$ cat src/rtl/dcfd_pkg.sv
// Shared types, constants and codes for the delimited command framer and decoder.
// Depends on nothing; the top level, framer, decoder and testbench import it.

package dcfd_pkg;

	localparam int BYTE_W = 8;
	localparam int WORD_W = 32;
	localparam int CFG_DATA_W = 8;
	localparam int CFG_IDX_W = 2;

	localparam int PAYLOAD_BYTES_DEF = 32;

	// Only the first seven little-endian words of a frame are ever decoded.
	localparam int NUM_WORDS = 7;
	localparam int WORD_IDX_W = 3;
	localparam logic [WORD_IDX_W-1:0] LAST_WORD = WORD_IDX_W'(NUM_WORDS - 1);

	// Two banks of seven words: one frame fills a bank while the other is decoded.
	localparam int RAM_DEPTH = 2 * NUM_WORDS;
	localparam int RAM_AW = $clog2(RAM_DEPTH);

	localparam logic [BYTE_W-1:0] START_CHAR_RST = 8'd60;
	localparam logic [BYTE_W-1:0] END_CHAR_RST = 8'd62;
	localparam logic [1:0] DELIM_COUNT_RST = 2'd3;

	// Checksum remainder: floor(n / 123) = (n * RECIP) >> 38, exact for n up to 2**31.
	localparam int CHECK_MODULUS = 123;
	localparam int RECIP_SHIFT = 38;
	localparam logic [WORD_W-1:0] CHECK_RECIP =
		WORD_W'(((64'd1 << RECIP_SHIFT) + 64'(CHECK_MODULUS) - 64'd1) / 64'(CHECK_MODULUS));
	localparam int QUOT_W = 2 * WORD_W - RECIP_SHIFT;
	localparam int REM_W = 8;
	localparam int SUM_W = 11;

	localparam logic [WORD_W-1:0] CMD_ADD_POSITION = 32'd4;
	localparam logic [WORD_W-1:0] CMD_FIRST = 32'd1;
	localparam logic [WORD_W-1:0] CMD_LAST = 32'd5;

	typedef enum logic [CFG_IDX_W-1:0] {
		REG_START_CHAR = 2'd0,
		REG_END_CHAR = 2'd1,
		REG_DELIM_COUNT = 2'd2
	} cfg_reg_t;

	typedef enum logic {
		FR_HUNT,
		FR_FRAME
	} fr_state_t;

	typedef enum logic [1:0] {
		D_IDLE,
		D_RUN,
		D_DONE
	} dec_state_t;

	typedef struct packed {
		logic [BYTE_W-1:0] start_char;
		logic [BYTE_W-1:0] end_char;
		logic [1:0] delim_count;
	} cfg_t;

	// A closed frame handed from the framer to the decoder.
	typedef struct packed {
		logic valid;
		logic bank;
		logic [WORD_IDX_W-1:0] full_words;
		logic [WORD_W-1:0] partial;
		logic overflow;
	} job_t;

	typedef struct packed {
		logic en;
		logic [RAM_AW-1:0] addr;
		logic [WORD_W-1:0] data;
	} ram_wr_t;

endpackage

$ cat src/rtl/dcfd_byte_if.sv
// Byte channel interface: valid, ready and one received serial byte.
// Depends on nothing.

interface dcfd_byte_if;
	logic valid;
	logic ready;
	logic [7:0] in_byte;

	modport source (output valid, output in_byte, input ready);
	modport sink (input valid, input in_byte, output ready);
endinterface

$ cat src/rtl/dcfd_result_if.sv
// Result channel interface: valid, ready and one decoded command.
// Depends on nothing.

interface dcfd_result_if;
	logic valid;
	logic ready;
	logic signed [31:0] command_word;
	logic recognized;
	logic accepted;
	logic signed [31:0] word_a;
	logic signed [31:0] word_b;
	logic signed [31:0] word_c;
	logic signed [31:0] word_d;
	logic signed [31:0] word_e;
	logic signed [31:0] word_f;
	logic overflowed;

	modport source (
		output valid, output command_word, output recognized, output accepted,
		output word_a, output word_b, output word_c, output word_d, output word_e,
		output word_f, output overflowed, input ready
	);
	modport sink (
		input valid, input command_word, input recognized, input accepted,
		input word_a, input word_b, input word_c, input word_d, input word_e,
		input word_f, input overflowed, output ready
	);
endinterface

$ cat src/rtl/delimited_command_framer_decoder_core.sv
// Top level of the delimited command framer and decoder: configuration registers,
// framer, two-bank payload RAM and decoder. Depends on dcfd_pkg, both interfaces and all modules.
//
//   Channel   Direction  Carries
//   serial    sink       one received byte (in_byte) per transaction
//   command   source     one decoded command: seven words, three flags
//   cfg_*     write      start_char, end_char, delimiter_count by register index
//
// The block takes one byte every cycle, except a closing end character that is held off as below.
// After the closing end character, the decoder reads the frame's seven words from the payload
// RAM, passes each through the three stages of the remainder pipeline and then loads the
// output register. Reset clears all control state at once; the RAM needs no clearing pass.
// A closing end character is held off only while the decoder still works on the previous
// frame, including any time that frame's finished result waits for the output register.

module delimited_command_framer_decoder_core #(
	parameter int PAYLOAD_BYTES = dcfd_pkg::PAYLOAD_BYTES_DEF
) (
	input  logic                              clk,
	input  logic                              arst_n,
	dcfd_byte_if.sink                         serial,
	dcfd_result_if.source                     command,
	input  logic                              cfg_wr_en,
	input  logic [dcfd_pkg::CFG_IDX_W-1:0]    cfg_index,
	input  logic [dcfd_pkg::CFG_DATA_W-1:0]   cfg_wdata
);
	import dcfd_pkg::*;

	cfg_t cfg_q;
	job_t job;
	logic job_ready;
	ram_wr_t ram_wr;
	logic ram_rd_en;
	logic [RAM_AW-1:0] ram_rd_addr;
	logic [WORD_W-1:0] ram_rd_data;

	// Configuration registers. Writes to an index beyond the register list are ignored.
	always_ff @(posedge clk or negedge arst_n) begin
		if (!arst_n) begin
			cfg_q.start_char <= START_CHAR_RST;
			cfg_q.end_char <= END_CHAR_RST;
			cfg_q.delim_count <= DELIM_COUNT_RST;
		end else if (cfg_wr_en) begin
			case (cfg_reg_t'(cfg_index))
				REG_START_CHAR: cfg_q.start_char <= cfg_wdata;
				REG_END_CHAR: cfg_q.end_char <= cfg_wdata;
				REG_DELIM_COUNT: cfg_q.delim_count <= cfg_wdata[1:0];
				default: begin
				end
			endcase
		end
	end

	// The framer packs the frame body into 32-bit words and writes each of the first seven
	// to the RAM bank of the current frame as soon as its fourth byte arrives. The word still
	// being filled, with its zero tail, is handed over with the closed frame.
	dcfd_framer #(
		.PAYLOAD_BYTES(PAYLOAD_BYTES)
	) u_framer (
		.clk(clk),
		.arst_n(arst_n),
		.cfg(cfg_q),
		.serial(serial),
		.job_ready(job_ready),
		.job(job),
		.ram_wr(ram_wr)
	);

	// Banks alternate per frame, so the next frame fills one bank while the decoder
	// reads the other.
	dcfd_ram #(
		.WIDTH(WORD_W),
		.DEPTH(RAM_DEPTH)
	) u_payload_ram (
		.clk(clk),
		.wr_en(ram_wr.en),
		.wr_addr(ram_wr.addr),
		.wr_data(ram_wr.data),
		.rd_en(ram_rd_en),
		.rd_addr(ram_rd_addr),
		.rd_data(ram_rd_data)
	);

	// The decoder reads one word a cycle, takes each word's truncated remainder modulo
	// 123 through a reciprocal multiply, sums the five payload remainders and compares
	// against the sixth word for the add-position command.
	dcfd_decoder u_decoder (
		.clk(clk),
		.arst_n(arst_n),
		.job(job),
		.job_ready(job_ready),
		.ram_rd_en(ram_rd_en),
		.ram_rd_addr(ram_rd_addr),
		.ram_rd_data(ram_rd_data),
		.command(command)
	);

endmodule

$ cat src/rtl/dcfd_ram.sv
// Generic simple dual-port RAM: one write port, one read port, registered read data.
// Depends on nothing.

module dcfd_ram #(
	parameter int WIDTH = 32,
	parameter int DEPTH = 16
) (
	input  logic                     clk,
	input  logic                     wr_en,
	input  logic [$clog2(DEPTH)-1:0] wr_addr,
	input  logic [WIDTH-1:0]         wr_data,
	input  logic                     rd_en,
	input  logic [$clog2(DEPTH)-1:0] rd_addr,
	output logic [WIDTH-1:0]         rd_data
);

	logic [WIDTH-1:0] mem_q [DEPTH];

	always_ff @(posedge clk) begin
		if (wr_en) begin
			mem_q[wr_addr] <= wr_data;
		end
		if (rd_en) begin
			rd_data <= mem_q[rd_addr];
		end
	end

endmodule

$ cat src/rtl/dcfd_framer.sv
// Framer: delimiter hunting, end-character replay and word packing into the payload RAM.
// Depends on dcfd_pkg and dcfd_byte_if.

module dcfd_framer #(
	parameter int PAYLOAD_BYTES = dcfd_pkg::PAYLOAD_BYTES_DEF
) (
	input  logic              clk,
	input  logic              arst_n,
	input  dcfd_pkg::cfg_t    cfg,
	dcfd_byte_if.sink         serial,
	input  logic              job_ready,
	output dcfd_pkg::job_t    job,
	output dcfd_pkg::ram_wr_t ram_wr
);
	import dcfd_pkg::*;

	localparam int IDX_W = $clog2(PAYLOAD_BYTES + 1);
	localparam int ROW_W = IDX_W - 2;
	localparam logic [IDX_W-1:0] LIMIT = IDX_W'(PAYLOAD_BYTES);

	fr_state_t state_q, state_d;
	logic [1:0] delim_q, delim_d;
	logic [IDX_W-1:0] widx_q, widx_d;
	logic ovf_q, ovf_d;
	logic bank_q, bank_d;
	logic [WORD_W-1:0] lo_q, lo_d;

	logic [2:0] need;
	logic [2:0] delim_inc;
	logic is_start, is_end, closing, accept;
	logic [2:0] cnt, stored, fill_end;
	logic [IDX_W-1:0] room;
	logic hit, complete, row_kept;
	logic [ROW_W-1:0] row;
	logic [2*WORD_W-1:0] win;

	assign need = (cfg.delim_count == 2'd0) ? 3'd1 : {1'b0, cfg.delim_count};
	assign delim_inc = {1'b0, delim_q} + 3'd1;
	assign is_start = serial.in_byte == cfg.start_char;
	assign is_end = serial.in_byte == cfg.end_char;
	assign closing = (state_q == FR_FRAME) && is_end && (delim_inc >= need);

	// A closing byte waits until the decoder can take the frame.
	assign serial.ready = !(closing && !job_ready);
	assign accept = serial.valid && serial.ready;

	// Replayed end characters first, then the byte itself; drop what does not fit.
	assign cnt = {1'b0, delim_q} + 3'd1;
	assign room = LIMIT - widx_q;
	assign hit = IDX_W'(cnt) > room;
	assign stored = hit ? room[2:0] : cnt;
	assign fill_end = {1'b0, widx_q[1:0]} + stored;
	assign complete = fill_end[2];
	assign row = widx_q[IDX_W-1:2];
	assign row_kept = 32'(row) < 32'(NUM_WORDS);

	always_comb begin
		win = {{WORD_W{1'b0}}, lo_q};
		for (int k = 0; k < 3; k++) begin
			if (3'(k) < stored) begin
				win[BYTE_W * (int'(widx_q[1:0]) + k) +: BYTE_W] =
					(3'(k) < {1'b0, delim_q}) ? cfg.end_char : serial.in_byte;
			end
		end
	end

	always_comb begin
		ram_wr.en = accept && (state_q == FR_FRAME) && !is_end && complete && row_kept;
		ram_wr.addr = bank_q ? RAM_AW'(NUM_WORDS) + RAM_AW'(row) : RAM_AW'(row);
		ram_wr.data = win[WORD_W-1:0];
	end

	always_comb begin
		job.valid = accept && closing;
		job.bank = bank_q;
		job.full_words = row_kept ? WORD_IDX_W'(row) : WORD_IDX_W'(NUM_WORDS);
		job.partial = lo_q;
		job.overflow = ovf_q;
	end

	always_comb begin
		state_d = state_q;
		delim_d = delim_q;
		widx_d = widx_q;
		ovf_d = ovf_q;
		bank_d = bank_q;
		lo_d = lo_q;
		if (accept) begin
			case (state_q)
				FR_HUNT: begin
					if (is_start) begin
						if (delim_inc >= need) begin
							state_d = FR_FRAME;
							delim_d = 2'd0;
							widx_d = '0;
							ovf_d = 1'b0;
							lo_d = '0;
							bank_d = !bank_q;
						end else begin
							delim_d = delim_inc[1:0];
						end
					end
				end
				FR_FRAME: begin
					if (!is_end) begin
						delim_d = 2'd0;
						widx_d = widx_q + IDX_W'(stored);
						ovf_d = ovf_q | hit;
						lo_d = complete ? win[2*WORD_W-1:WORD_W] : win[WORD_W-1:0];
					end else if (closing) begin
						state_d = FR_HUNT;
						delim_d = 2'd0;
						widx_d = '0;
					end else begin
						delim_d = delim_inc[1:0];
					end
				end
				default: begin
					state_d = FR_HUNT;
				end
			endcase
		end
	end

	always_ff @(posedge clk or negedge arst_n) begin
		if (!arst_n) begin
			state_q <= FR_HUNT;
			delim_q <= 2'd0;
			widx_q <= '0;
			ovf_q <= 1'b0;
			bank_q <= 1'b0;
		end else begin
			state_q <= state_d;
			delim_q <= delim_d;
			widx_q <= widx_d;
			ovf_q <= ovf_d;
			bank_q <= bank_d;
		end
	end

	always_ff @(posedge clk) begin
		lo_q <= lo_d;
	end

	a_widx_bound: assert property (@(posedge clk) disable iff (!arst_n)
		widx_q <= LIMIT)
		else $error("write index beyond the payload store");

	a_hunt_idx_zero: assert property (@(posedge clk) disable iff (!arst_n)
		state_q == FR_HUNT |-> widx_q == '0)
		else $error("write index not cleared while hunting");

	a_job_taken: assert property (@(posedge clk) disable iff (!arst_n)
		job.valid |-> job_ready)
		else $error("frame closed while the decoder was busy");

	a_delim_range: assert property (@(posedge clk) disable iff (!arst_n)
		delim_q != 2'd3)
		else $error("delimiter count held a full set");

endmodule

$ cat src/rtl/dcfd_decoder.sv
// Decoder: reads a closed frame's words from the payload RAM, checks the modulo-123 sum
// and holds the result in the output register. Depends on dcfd_pkg and dcfd_result_if.

module dcfd_decoder (
	input  logic                         clk,
	input  logic                         arst_n,
	input  dcfd_pkg::job_t               job,
	output logic                         job_ready,
	output logic                         ram_rd_en,
	output logic [dcfd_pkg::RAM_AW-1:0]  ram_rd_addr,
	input  logic [dcfd_pkg::WORD_W-1:0]  ram_rd_data,
	dcfd_result_if.source                command
);
	import dcfd_pkg::*;

	dec_state_t state_q, state_d;
	logic bank_q;
	logic [WORD_IDX_W-1:0] full_q;
	logic [WORD_W-1:0] part_q;
	logic ovf_q;
	logic [WORD_IDX_W-1:0] rd_cnt_q;

	logic v_s1, v_s2, v_s3;
	logic [WORD_IDX_W-1:0] idx_s1, idx_s2, idx_s3;
	logic [WORD_W-1:0] word_s2, mag_s2, mag_s3;
	logic neg_s2, neg_s3;
	logic [2*WORD_W-1:0] prod_s3;

	logic [WORD_W-1:0] words_q [NUM_WORDS];
	logic signed [SUM_W-1:0] sum_q;

	logic issue, load, out_free, check_ok;
	logic [WORD_W-1:0] word_sel;
	logic [QUOT_W-1:0] quot;
	logic [WORD_W-1:0] rem_full;
	logic [REM_W-1:0] srem;

	assign issue = (state_q == D_RUN) && (rd_cnt_q != WORD_IDX_W'(NUM_WORDS));
	assign ram_rd_en = issue;
	assign ram_rd_addr = bank_q ? RAM_AW'(NUM_WORDS) + RAM_AW'(rd_cnt_q) : RAM_AW'(rd_cnt_q);

	// Words past the fill count were never written in this frame and read as zero.
	always_comb begin
		if (idx_s1 < full_q) begin
			word_sel = ram_rd_data;
		end else if (idx_s1 == full_q) begin
			word_sel = part_q;
		end else begin
			word_sel = '0;
		end
	end

	// Truncating remainder: magnitude remainder, then the dividend's sign.
	assign quot = prod_s3[2*WORD_W-1:RECIP_SHIFT];
	assign rem_full = mag_s3 - WORD_W'(quot) * WORD_W'(CHECK_MODULUS);
	assign srem = neg_s3 ? REM_W'(-{1'b0, rem_full[REM_W-2:0]}) : {1'b0, rem_full[REM_W-2:0]};

	assign out_free = !command.valid || command.ready;
	assign check_ok = (words_q[0] != CMD_ADD_POSITION) ||
		({{(WORD_W-SUM_W){sum_q[SUM_W-1]}}, sum_q} == words_q[NUM_WORDS-1]);

	always_comb begin
		state_d = state_q;
		job_ready = 1'b0;
		load = 1'b0;
		case (state_q)
			D_IDLE: begin
				job_ready = 1'b1;
				if (job.valid) begin
					state_d = D_RUN;
				end
			end
			D_RUN: begin
				if (v_s3 && (idx_s3 == LAST_WORD)) begin
					state_d = D_DONE;
				end
			end
			D_DONE: begin
				if (out_free) begin
					load = 1'b1;
					state_d = D_IDLE;
				end
			end
			default: begin
				state_d = D_IDLE;
			end
		endcase
	end

	always_ff @(posedge clk or negedge arst_n) begin
		if (!arst_n) begin
			state_q <= D_IDLE;
			rd_cnt_q <= '0;
			v_s1 <= 1'b0;
			v_s2 <= 1'b0;
			v_s3 <= 1'b0;
			command.valid <= 1'b0;
		end else begin
			state_q <= state_d;
			if (job.valid && job_ready) begin
				rd_cnt_q <= '0;
			end else if (issue) begin
				rd_cnt_q <= rd_cnt_q + 1'b1;
			end
			v_s1 <= issue;
			v_s2 <= v_s1;
			v_s3 <= v_s2;
			if (load) begin
				command.valid <= 1'b1;
			end else if (command.ready) begin
				command.valid <= 1'b0;
			end
		end
	end

	always_ff @(posedge clk) begin
		if (job.valid && job_ready) begin
			bank_q <= job.bank;
			full_q <= job.full_words;
			part_q <= job.partial;
			ovf_q <= job.overflow;
			sum_q <= '0;
		end else if (v_s3 && (idx_s3 inside {[3'd1:3'd5]})) begin
			sum_q <= sum_q + {{(SUM_W-REM_W){srem[REM_W-1]}}, srem};
		end
		idx_s1 <= rd_cnt_q;

		word_s2 <= word_sel;
		neg_s2 <= word_sel[WORD_W-1];
		mag_s2 <= word_sel[WORD_W-1] ? -word_sel : word_sel;
		idx_s2 <= idx_s1;

		prod_s3 <= mag_s2 * CHECK_RECIP;
		mag_s3 <= mag_s2;
		neg_s3 <= neg_s2;
		idx_s3 <= idx_s2;
		if (v_s2) begin
			words_q[idx_s2] <= word_s2;
		end

		if (load) begin
			command.command_word <= words_q[0];
			command.recognized <= (words_q[0] >= CMD_FIRST) && (words_q[0] <= CMD_LAST);
			command.accepted <= check_ok;
			command.word_a <= words_q[1];
			command.word_b <= words_q[2];
			command.word_c <= words_q[3];
			command.word_d <= words_q[4];
			command.word_e <= words_q[5];
			command.word_f <= words_q[6];
			command.overflowed <= ovf_q;
		end
	end

	a_job_when_idle: assert property (@(posedge clk) disable iff (!arst_n)
		job.valid |-> state_q == D_IDLE)
		else $error("frame handed over while decoding another");

	a_done_drained: assert property (@(posedge clk) disable iff (!arst_n)
		state_q == D_DONE |-> (rd_cnt_q == WORD_IDX_W'(NUM_WORDS)) && !v_s1 && !v_s2 && !v_s3)
		else $error("result finished with words still in flight");

	a_last_word_done: assert property (@(posedge clk) disable iff (!arst_n)
		(state_q == D_RUN) && v_s3 && (idx_s3 == LAST_WORD) |=> state_q == D_DONE)
		else $error("last word passed without finishing the result");

endmodule

$ cat src/flat_wrapper.sv
// flat-port wrapper written by rule: the top's interface ports become plain ports
module delimited_command_framer_decoder_core_flat import dcfd_pkg::*;
#(
	parameter int PAYLOAD_BYTES = dcfd_pkg::PAYLOAD_BYTES_DEF
)
  (clk, arst_n, cfg_wr_en, cfg_index, cfg_wdata, serial_valid, serial_in_byte, serial_ready, command_valid, command_command_word, command_recognized, command_accepted, command_word_a, command_word_b, command_word_c, command_word_d, command_word_e, command_word_f, command_overflowed, command_ready);
  dcfd_byte_if serial_i ();
  dcfd_result_if command_i ();
  input  logic clk;
  input  logic arst_n;
  input  logic cfg_wr_en;
  input  logic [dcfd_pkg::CFG_IDX_W-1:0] cfg_index;
  input  logic [dcfd_pkg::CFG_DATA_W-1:0] cfg_wdata;
  input wire logic [$bits(serial_i.valid)-1:0] serial_valid;
  input wire logic [$bits(serial_i.in_byte)-1:0] serial_in_byte;
  output wire logic [$bits(serial_i.ready)-1:0] serial_ready;
  output wire logic [$bits(command_i.valid)-1:0] command_valid;
  output wire logic [$bits(command_i.command_word)-1:0] command_command_word;
  output wire logic [$bits(command_i.recognized)-1:0] command_recognized;
  output wire logic [$bits(command_i.accepted)-1:0] command_accepted;
  output wire logic [$bits(command_i.word_a)-1:0] command_word_a;
  output wire logic [$bits(command_i.word_b)-1:0] command_word_b;
  output wire logic [$bits(command_i.word_c)-1:0] command_word_c;
  output wire logic [$bits(command_i.word_d)-1:0] command_word_d;
  output wire logic [$bits(command_i.word_e)-1:0] command_word_e;
  output wire logic [$bits(command_i.word_f)-1:0] command_word_f;
  output wire logic [$bits(command_i.overflowed)-1:0] command_overflowed;
  input wire logic [$bits(command_i.ready)-1:0] command_ready;
  assign serial_i.valid = serial_valid;
  assign serial_i.in_byte = serial_in_byte;
  assign serial_ready = serial_i.ready;
  assign command_valid = command_i.valid;
  assign command_command_word = command_i.command_word;
  assign command_recognized = command_i.recognized;
  assign command_accepted = command_i.accepted;
  assign command_word_a = command_i.word_a;
  assign command_word_b = command_i.word_b;
  assign command_word_c = command_i.word_c;
  assign command_word_d = command_i.word_d;
  assign command_word_e = command_i.word_e;
  assign command_word_f = command_i.word_f;
  assign command_overflowed = command_i.overflowed;
  assign command_i.ready = command_ready;
  delimited_command_framer_decoder_core #(.PAYLOAD_BYTES(PAYLOAD_BYTES)) u_core (.clk(clk), .arst_n(arst_n), .serial(serial_i), .command(command_i), .cfg_wr_en(cfg_wr_en), .cfg_index(cfg_index), .cfg_wdata(cfg_wdata));
endmodule
$ cat config.mk
export PLATFORM = sky130hd
export DESIGN_NAME = delimited_command_framer_decoder_core_flat
export DESIGN_NICKNAME = d
export VERILOG_FILES = /design/src/rtl/dcfd_pkg.sv /design/src/rtl/dcfd_byte_if.sv /design/src/rtl/dcfd_result_if.sv /design/src/rtl/delimited_command_framer_decoder_core.sv /design/src/rtl/dcfd_ram.sv /design/src/rtl/dcfd_framer.sv /design/src/rtl/dcfd_decoder.sv /design/src/flat_wrapper.sv
export SDC_FILE = /design/constraint.sdc
export NUM_CORES = 2
export LEC_CHECK = 0
export CAP_MARGIN = 40
export CORE_MARGIN = 2
export CORE_UTILIZATION = 38
export CTS_CLUSTER_SIZE = 30
export DETAILED_ROUTE_END_ITERATION = 10
export DONT_BUFFER_PORTS = 1
export HOLD_SLACK_MARGIN = 0.02
export SKIP_CTS_REPAIR_TIMING = 1
export SYNTH_ARGS = -nofsm -noshare
export SYNTH_HDL_FRONTEND = slang
export SYNTH_SLANG_ARGS = --single-unit
export TNS_END_PERCENT = 5
$ cat constraint.sdc
create_clock -name clk -period 13.1 [get_ports clk]
set_input_delay 0.655 -clock clk [delete_from_list [all_inputs] [get_ports clk]]
set_output_delay 0.655 -clock clk [all_outputs]
set_load 0.01 [all_outputs]
== Yosys cells after proc, flatten, opt, wreduce, memory -nomap -nowiden ==
Memory sizes are Yosys's and may differ from the RTL's. A register that Yosys moved wholly into a read port is not among the register bits.
Index checks and enable logic that the tools add are counted.

* Add/subtract/negate cells: 16
* $mul: 2
* Div/mod/pow operators: 0
* Order comparisons: 14
* Equal/unequal tests: 18
* Shift-type cells: 6
* Mux-type cells: 56
* Bitwise operators: 2
* Reduce and logical (&&, ||, !) cells: 35

{| class="wikitable"
|+ Operators with widths
! cell !! number
|-
| $bwmux W64 || 3
|-
| $mux W32 || 6
|-
| $mux W64 || 3
|-
| $shift A8 B33 Y64 const A || 3
|-
| $shiftx A8 B33 Y64 || 3
|-
| $neg A6 Y33 || 2
|-
| $pmux W32 S2 || 1
|-
| $mul A32 B30 Y62 const B || 1
|-
| $neg A5 Y33 || 1
|-
| $eq A32 B32 Y1 || 1
|-
| $ge A32 B1 Y1 const B || 1
|-
| $le A32 B3 Y1 const B || 1
|-
| $mux W8 || 4
|-
| $ne A32 B3 Y1 const B || 1
|-
| $neg A32 Y32 || 1
|-
| $mux W31 || 1
|-
| $mul A26 B7 Y7 const B || 1
|-
| $mux W6 || 4
|-
| $eq A8 B8 Y1 || 2
|-
| $mux W1 || 16
|-
| $mux W2 || 8
|-
| $logic_and A1 B1 Y1 || 15
|-
| $pmux W6 S2 || 1
|-
| $reduce_and A4 Y1 || 3
|-
| other kinds (42) || 66
|}

* Bits in registers: 329
* Latch bits: 0
* Bits in writable memories: 672
* Memory bits (read-only): 0
* Output and inout port bits: 229
* Logic and storage cells: 186
* Memories kept: 2

{| class="wikitable"
|+ Memories
! memory !! words !! bits a word !! rd ports !! clocked after Yosys merged registers in !! write ports !! RTL line !! RTL
|-
| u_core.u_payload_ram.mem_q || 14 || 32 || 1 || 1 || 1 || dcfd_ram.sv:17 || <nowiki>logic [WIDTH-1:0] mem_q [DEPTH];</nowiki>
|-
| u_core.u_decoder.words_q || 7 || 32 || 7 || 5 || 1 || dcfd_decoder.sv:29 || <nowiki>logic [WORD_W-1:0] words_q [NUM_WORDS];</nowiki>
|}

== Depth between registers and ports, before layout ==
* Depth in word-level cells: 13
* Gate-level depth with buffers: 24
* Gate-level depth less buffers: 23

== Cells and area by module ==
A second synthesis with hierarchy kept.

* Cells, all modules: 3425
* Area, all modules: 52545.4 um^2

{| class="wikitable"
|+ By module, submodules not included
! module !! instances !! cells an instance !! area each (um^2) !! seq. area each (um^2)
|-
| dcfd_decoder || 1 || 2042 || 28932.7 || 16841.2
|-
| dcfd_ram || 1 || 767 || 17962.2 || 14413.8
|-
| dcfd_framer || 1 || 577 || 4946.0 || 1236.2
|-
| delimited_command_framer_decoder_core || 1 || 39 || 704.4 || 464.2
|}

== Worst setup path before layout ==
No wires, ideal clock.

* Path type: input to register
* Start: in command_ready
* End: reg u_core.u_decoder.command.command_word[0], in the netlist command_command_word[0], read port of u_core.u_decoder.words_q, enable pin
* Setup time: 0.845 ns
* Arrival time: 10.743 ns
* Slack: 1.512 ns
* Stages on the path: 2
* Buffers on the path: 0
* Cells stage by stage: nand2b_1 nor2b_1

* Word-level cells in the longest chain between the ends: 3

{| class="wikitable"
|+ Ends and longest elaborated chain
! what !! RTL line !! RTL
|-
| from (decl) || flat_wrapper.sv:28 || <nowiki>input wire logic [$bits(command_i.ready)-1:0] command_ready;</nowiki>
|-
| $logic_or A1 B1 Y1 || dcfd_decoder.sv:58 || <nowiki>assign out_free = !command.valid || command.ready;</nowiki>
|-
| $mux W1 || dcfd_decoder.sv:79 || <nowiki>if (out_free) begin</nowiki>
|-
| $mux W1 || dcfd_decoder.sv:66 || <nowiki>case (state_q)</nowiki>
|-
| net u_core.u_decoder.load || dcfd_decoder.sv:32 || <nowiki>logic issue, load, out_free, check_ok;</nowiki>
|-
| to (decl) || dcfd_result_if.sv:19 || <nowiki>output valid, output command_word, output recognized, output accepted,</nowiki>
|}

The timed path passes the listed nets, and every way through them passes these cells.
A chain may end at the register's enable or synchronous reset.

== Worst setup path after layout ==
* Start: reg u_core.u_decoder.mag_s2[4]
* End: reg u_core.u_decoder.prod_s3[44]

* Word-level cells in the longest chain between the ends: 1

{| class="wikitable"
|+ Ends and longest elaborated chain
! what !! RTL line !! RTL
|-
| from (decl) || dcfd_decoder.sv:25 || <nowiki>logic [WORD_W-1:0] word_s2, mag_s2, mag_s3;</nowiki>
|-
| from (signal assigned) || dcfd_decoder.sv:130 || <nowiki>mag_s2 <= word_sel[WORD_W-1] ? -word_sel : word_sel;</nowiki>
|-
| $mul A32 B30 Y62 || dcfd_decoder.sv:133 || <nowiki>prod_s3 <= mag_s2 * CHECK_RECIP;</nowiki>
|-
| to (signal assigned) || dcfd_decoder.sv:133 ||
|-
| to (decl) || dcfd_decoder.sv:27 || <nowiki>logic [2*WORD_W-1:0] prod_s3;</nowiki>
|}

No other way between the ends.

==> qor.json <==
{
  "yosysWarnings": 0,
  "remaining_drc_errors": 0,
  "drt_wl_total_um": 121000,
  "worstSkewPairLatency_ns": 0.73,
  "detailedRoute.firstPassIterationCount": 6,
  "drv_cap": 0,
  "globalRoute.totalOverflow": 0,
  "placement_rows": 135,
  "clk_root_buffer_cell": "sky130_fd_sc_hd__clkbuf_16",
  "setup_ws_ns": 6.30,
  "core_region_area_sq_um": 135000,
  "syn_area_per_cell_sq_um": 15.9,
  "grt_start_max_net_pins": 74,
  "final_number_of_setup_violating_endpoints": 0,
  "grtUsageTotal_pct": 17.4,
  "synth_cells": 3261,
  "worst_case_setup_slack_after_placement_ns": 6.25,
  "die-area_sq_um": 139000,
  "timing.critical_path.slowest_stage_cell": "sky130_fd_sc_hd__dfxtp_1",
  "wire_length_of_the_first_global_routing_pass_um": 182000,
  "crit_required_ns": 13.71,
  "cpMostUsedCell": "sky130_fd_sc_hd__fa_1",
  "worst_path_largest_cell_delay_ns": 0.66,
  "largest_register": "u_core.u_payload_ram.mem_q",
  "clock_sink_count": 1136,
  "crit_path_start_kind": "register",
  "cp_num_buf_inv": 4,
  "yosys.cell_count.top_type": "sky130_fd_sc_hd__edfxtp_1",
  "synth-edff-count": 1000,
  "design.final.nets": 3869,
  "grt_setup_unrepaired": "no",
  "max-slew-margin-rel_pct": 37.6,
  "place.gp.congestion": 0.906,
  "synth-seq-cells": 1136,
  "yosysUniqueCellTypes": 84,
  "timing_max_transition_violations_final": 0,
  "detailed_place.area_sq_um": 54800,
  "tightestPinTransition_ns": 0.936,
  "clock_tree_from_tritoncts": "built",
  "antenna_found_initial": 6,
  "critical_path.cell_chain": "ha_1 > fa_1 > ha_1 > ha_1 > inv_1 > fa_1 > inv_1 > fa_1 > fa_1 > inv_1 > fa_1 > inv_1 > ha_1 > a21o_1 > a2111oi_0 > a21oi_1 > a22oi_1 > a21oi_1 > nor4_1 > o21ai_0 > xnor2_1",
  "post_route_cells_drive_above_1_share_pct": 14.9,
  "synthArstFlopShare_pct": 3.35,
  "area_overhead_vs_synth_pct": 13.0,
  "post_route_fraction_of_the_period_consumed_by_the_critical_path_pct": 51.9,
  "status": "finished clean",
  "critical_path.top_delay_family": "adder cells",
  "fin_area_sq_um": 58500,
  "detailroute.via_count": 27200,
  "cts_htree_levels": 3,
  "initial_utilization_pct": 38.3,
  "cp-startpoint": "u_core.u_decoder.mag_s2[4]",
  "clock.fmax_ghz": 0.147,
  "crit_path_end_kind": "register",
  "post_drt_via_cell_ratio": 5.17,
  "crit_fanout": 9,
  "timing.hold.worst.start": "cfg_wdata[0]",
  "synth_commonest_cells": "sky130_fd_sc_hd__edfxtp_1 (1000), sky130_fd_sc_hd__inv_1 (417), sky130_fd_sc_hd__ha_1 (290)",
  "largest_registers": "u_core.u_payload_ram.mem_q (448), u_core.u_decoder.words_q (224)",
  "hold_violations": 0,
  "summed_instance_area_of_the_synthesized_netlist_sq_um": 51800,
  "grt_pass1_vias": 27500,
  "cts_buffers": 112,
  "endpoint_arrival_time_on_the_critical_path_ns": 7.41,
  "die_height_um": 373,
  "min_path_type": "primary input to register",
  "yosysSeqAreaShare_pct": 63.6,
  "post-synth-top-area-cell": "sky130_fd_sc_hd__edfxtp_1",
  "drt_iter0_markers": 2622,
  "setup.worst_path.class": "register to register",
  "clock-skew-final_ns": 0.0395,
  "top_level_ports": 252,
  "path_clk_slew_ns": 0.06,
  "die_x_um": 373,
  "synthesis.nets": 3747,
  "final_period_minus_worst_setup_slack_ns": 6.80,
  "fillCellCount": 11800,
  "wl_per_cell_um": 22.9,
  "largest_register_ff_count": 448,
  "hpwlAfterDp_um": 88000,
  "final_antenna_net_count": 0,
  "synth_top_cells_by_area": "sky130_fd_sc_hd__edfxtp_1 (58%), sky130_fd_sc_hd__ha_1 (7.0%), sky130_fd_sc_hd__fa_1 (6.7%), sky130_fd_sc_hd__mux4_2 (5.6%), sky130_fd_sc_hd__dfxtp_1 (3.8%)",
  "cts_max_path_buffers": 3,
  "totalNegativeSetupSlack_ns": 0,
  "ys_dominant_reg_cell": "sky130_fd_sc_hd__edfxtp_1",
  "r2r_start": "u_core.u_decoder.mag_s2[4]",
  "portBuffers": 0,
  "synth.top_cell.area_share_pct": 58.0
}
## final cells by class
class	instances	area [sq um]	share of cell area [%]
Antenna cell	1	2.50	0.00428
Tap cell	1781	2230	3.81
Clock inverter	65	739	1.26
Multi-Input combinational cell	1627	17100	29.2
Timing Repair Buffer	89	980	1.67
Sequential cell	1136	33000	56.3
Inverter	417	1570	2.67
Clock buffer	145	2980	5.09
## cells in the final DEF (no fill, tap or decap), types with 21 or more instances in the layout
master | Yosys | layout
sky130_fd_sc_hd__edfxtp_1 | 1000 | 1000
sky130_fd_sc_hd__inv_1 | 417 | 417
sky130_fd_sc_hd__ha_1 | 290 | 290
sky130_fd_sc_hd__fa_1 | 173 | 173
sky130_fd_sc_hd__nand2_1 | 128 | 128
sky130_fd_sc_hd__mux4_2 | 128 | 128
sky130_fd_sc_hd__clkbuf_16 | 0 | 112
sky130_fd_sc_hd__dfxtp_1 | 98 | 98
sky130_fd_sc_hd__nor2_1 | 93 | 87
sky130_fd_sc_hd__a21oi_1 | 82 | 80
sky130_fd_sc_hd__xnor2_1 | 78 | 77
sky130_fd_sc_hd__mux2_2 | 66 | 66
sky130_fd_sc_hd__buf_4 | 2 | 66
sky130_fd_sc_hd__o21ai_0 | 66 | 65
sky130_fd_sc_hd__nor3_1 | 49 | 43
sky130_fd_sc_hd__o22ai_1 | 37 | 37
sky130_fd_sc_hd__mux2i_1 | 36 | 36
sky130_fd_sc_hd__xor2_1 | 35 | 34
sky130_fd_sc_hd__nor4_1 | 29 | 29
sky130_fd_sc_hd__clkbuf_1 | 47 | 28
sky130_fd_sc_hd__o31ai_1 | 28 | 27
sky130_fd_sc_hd__a21o_1 | 27 | 27
sky130_fd_sc_hd__dfrtp_1 | 27 | 27
sky130_fd_sc_hd__and3_1 | 21 | 21
## cells by family after synthesis
family / after synthesis / share of synthesized area (%)
buffers and inverters: 498 / 3.71
adders and majority gates: 463 / 13.7
xor gates and xnor gates: 115 / 1.99
AOI/OAI and AO/OA: 367 / 4.82
and+or+nand+nor: 448 / 4.36
muxes: 234 / 7.82
DFF: 1136 / 63.6
## worst reg2reg max path, stage by stage, from the launching register on
cell and delay [ns]:
sky130_fd_sc_hd__dfxtp_1 0.66, sky130_fd_sc_hd__ha_1 0.35, sky130_fd_sc_hd__fa_1 0.46, sky130_fd_sc_hd__ha_1 0.31, sky130_fd_sc_hd__ha_1 0.28, sky130_fd_sc_hd__inv_1 0.05
sky130_fd_sc_hd__fa_1 0.53, sky130_fd_sc_hd__inv_1 0.06, sky130_fd_sc_hd__fa_1 0.52, sky130_fd_sc_hd__fa_1 0.56, sky130_fd_sc_hd__inv_1 0.06, sky130_fd_sc_hd__fa_1 0.52
sky130_fd_sc_hd__inv_1 0.04, sky130_fd_sc_hd__ha_1 0.38, sky130_fd_sc_hd__a21o_1 0.21, sky130_fd_sc_hd__a2111oi_0 0.29, sky130_fd_sc_hd__a21oi_1 0.09, sky130_fd_sc_hd__a22oi_1 0.28
sky130_fd_sc_hd__a21oi_1 0.13, sky130_fd_sc_hd__nor4_1 0.55, sky130_fd_sc_hd__o21ai_0 0.19, sky130_fd_sc_hd__xnor2_1 0.15
## metrics by stage
stage               util, %  hold slack [ns]  cells
detailed placement     40.5            0.338   5047
floorplan                 -            0.331   3261
finish                 43.3           0.0784   5261
global placement       40.1            0.336   5019
CTS                    43.2           -0.443   5257
global route           43.3           0.0217   5260
## per-layer routing
layer / global-route usage [%] / share of wire [%]
met2: 27.7 / 47
met3: 2.80 / 5.1
met4: 3.89 / 2.0
met1: 25.0 / 46
met5: 0 / 0
## path summary, 6_finish.rpt
path                       depth (start not counted)                           end  slack, ns
min                                                1               u_core.cfg_q[2]       0.08
max                                               21  u_core.u_decoder.prod_s3[44]       6.30
max in group asynchronous                          2               u_core.cfg_q[0]      12.37
min reg2reg                                        0    u_core.u_decoder.idx_s2[0]       0.36
max reg2reg                                       21  u_core.u_decoder.prod_s3[44]       6.30
min in group asynchronous                          2  u_core.u_decoder.rd_cnt_q[1]       0.46
Power is not shown: default switching activity piles up to over one toggle a cycle in this logic, so the estimate is an artifact.
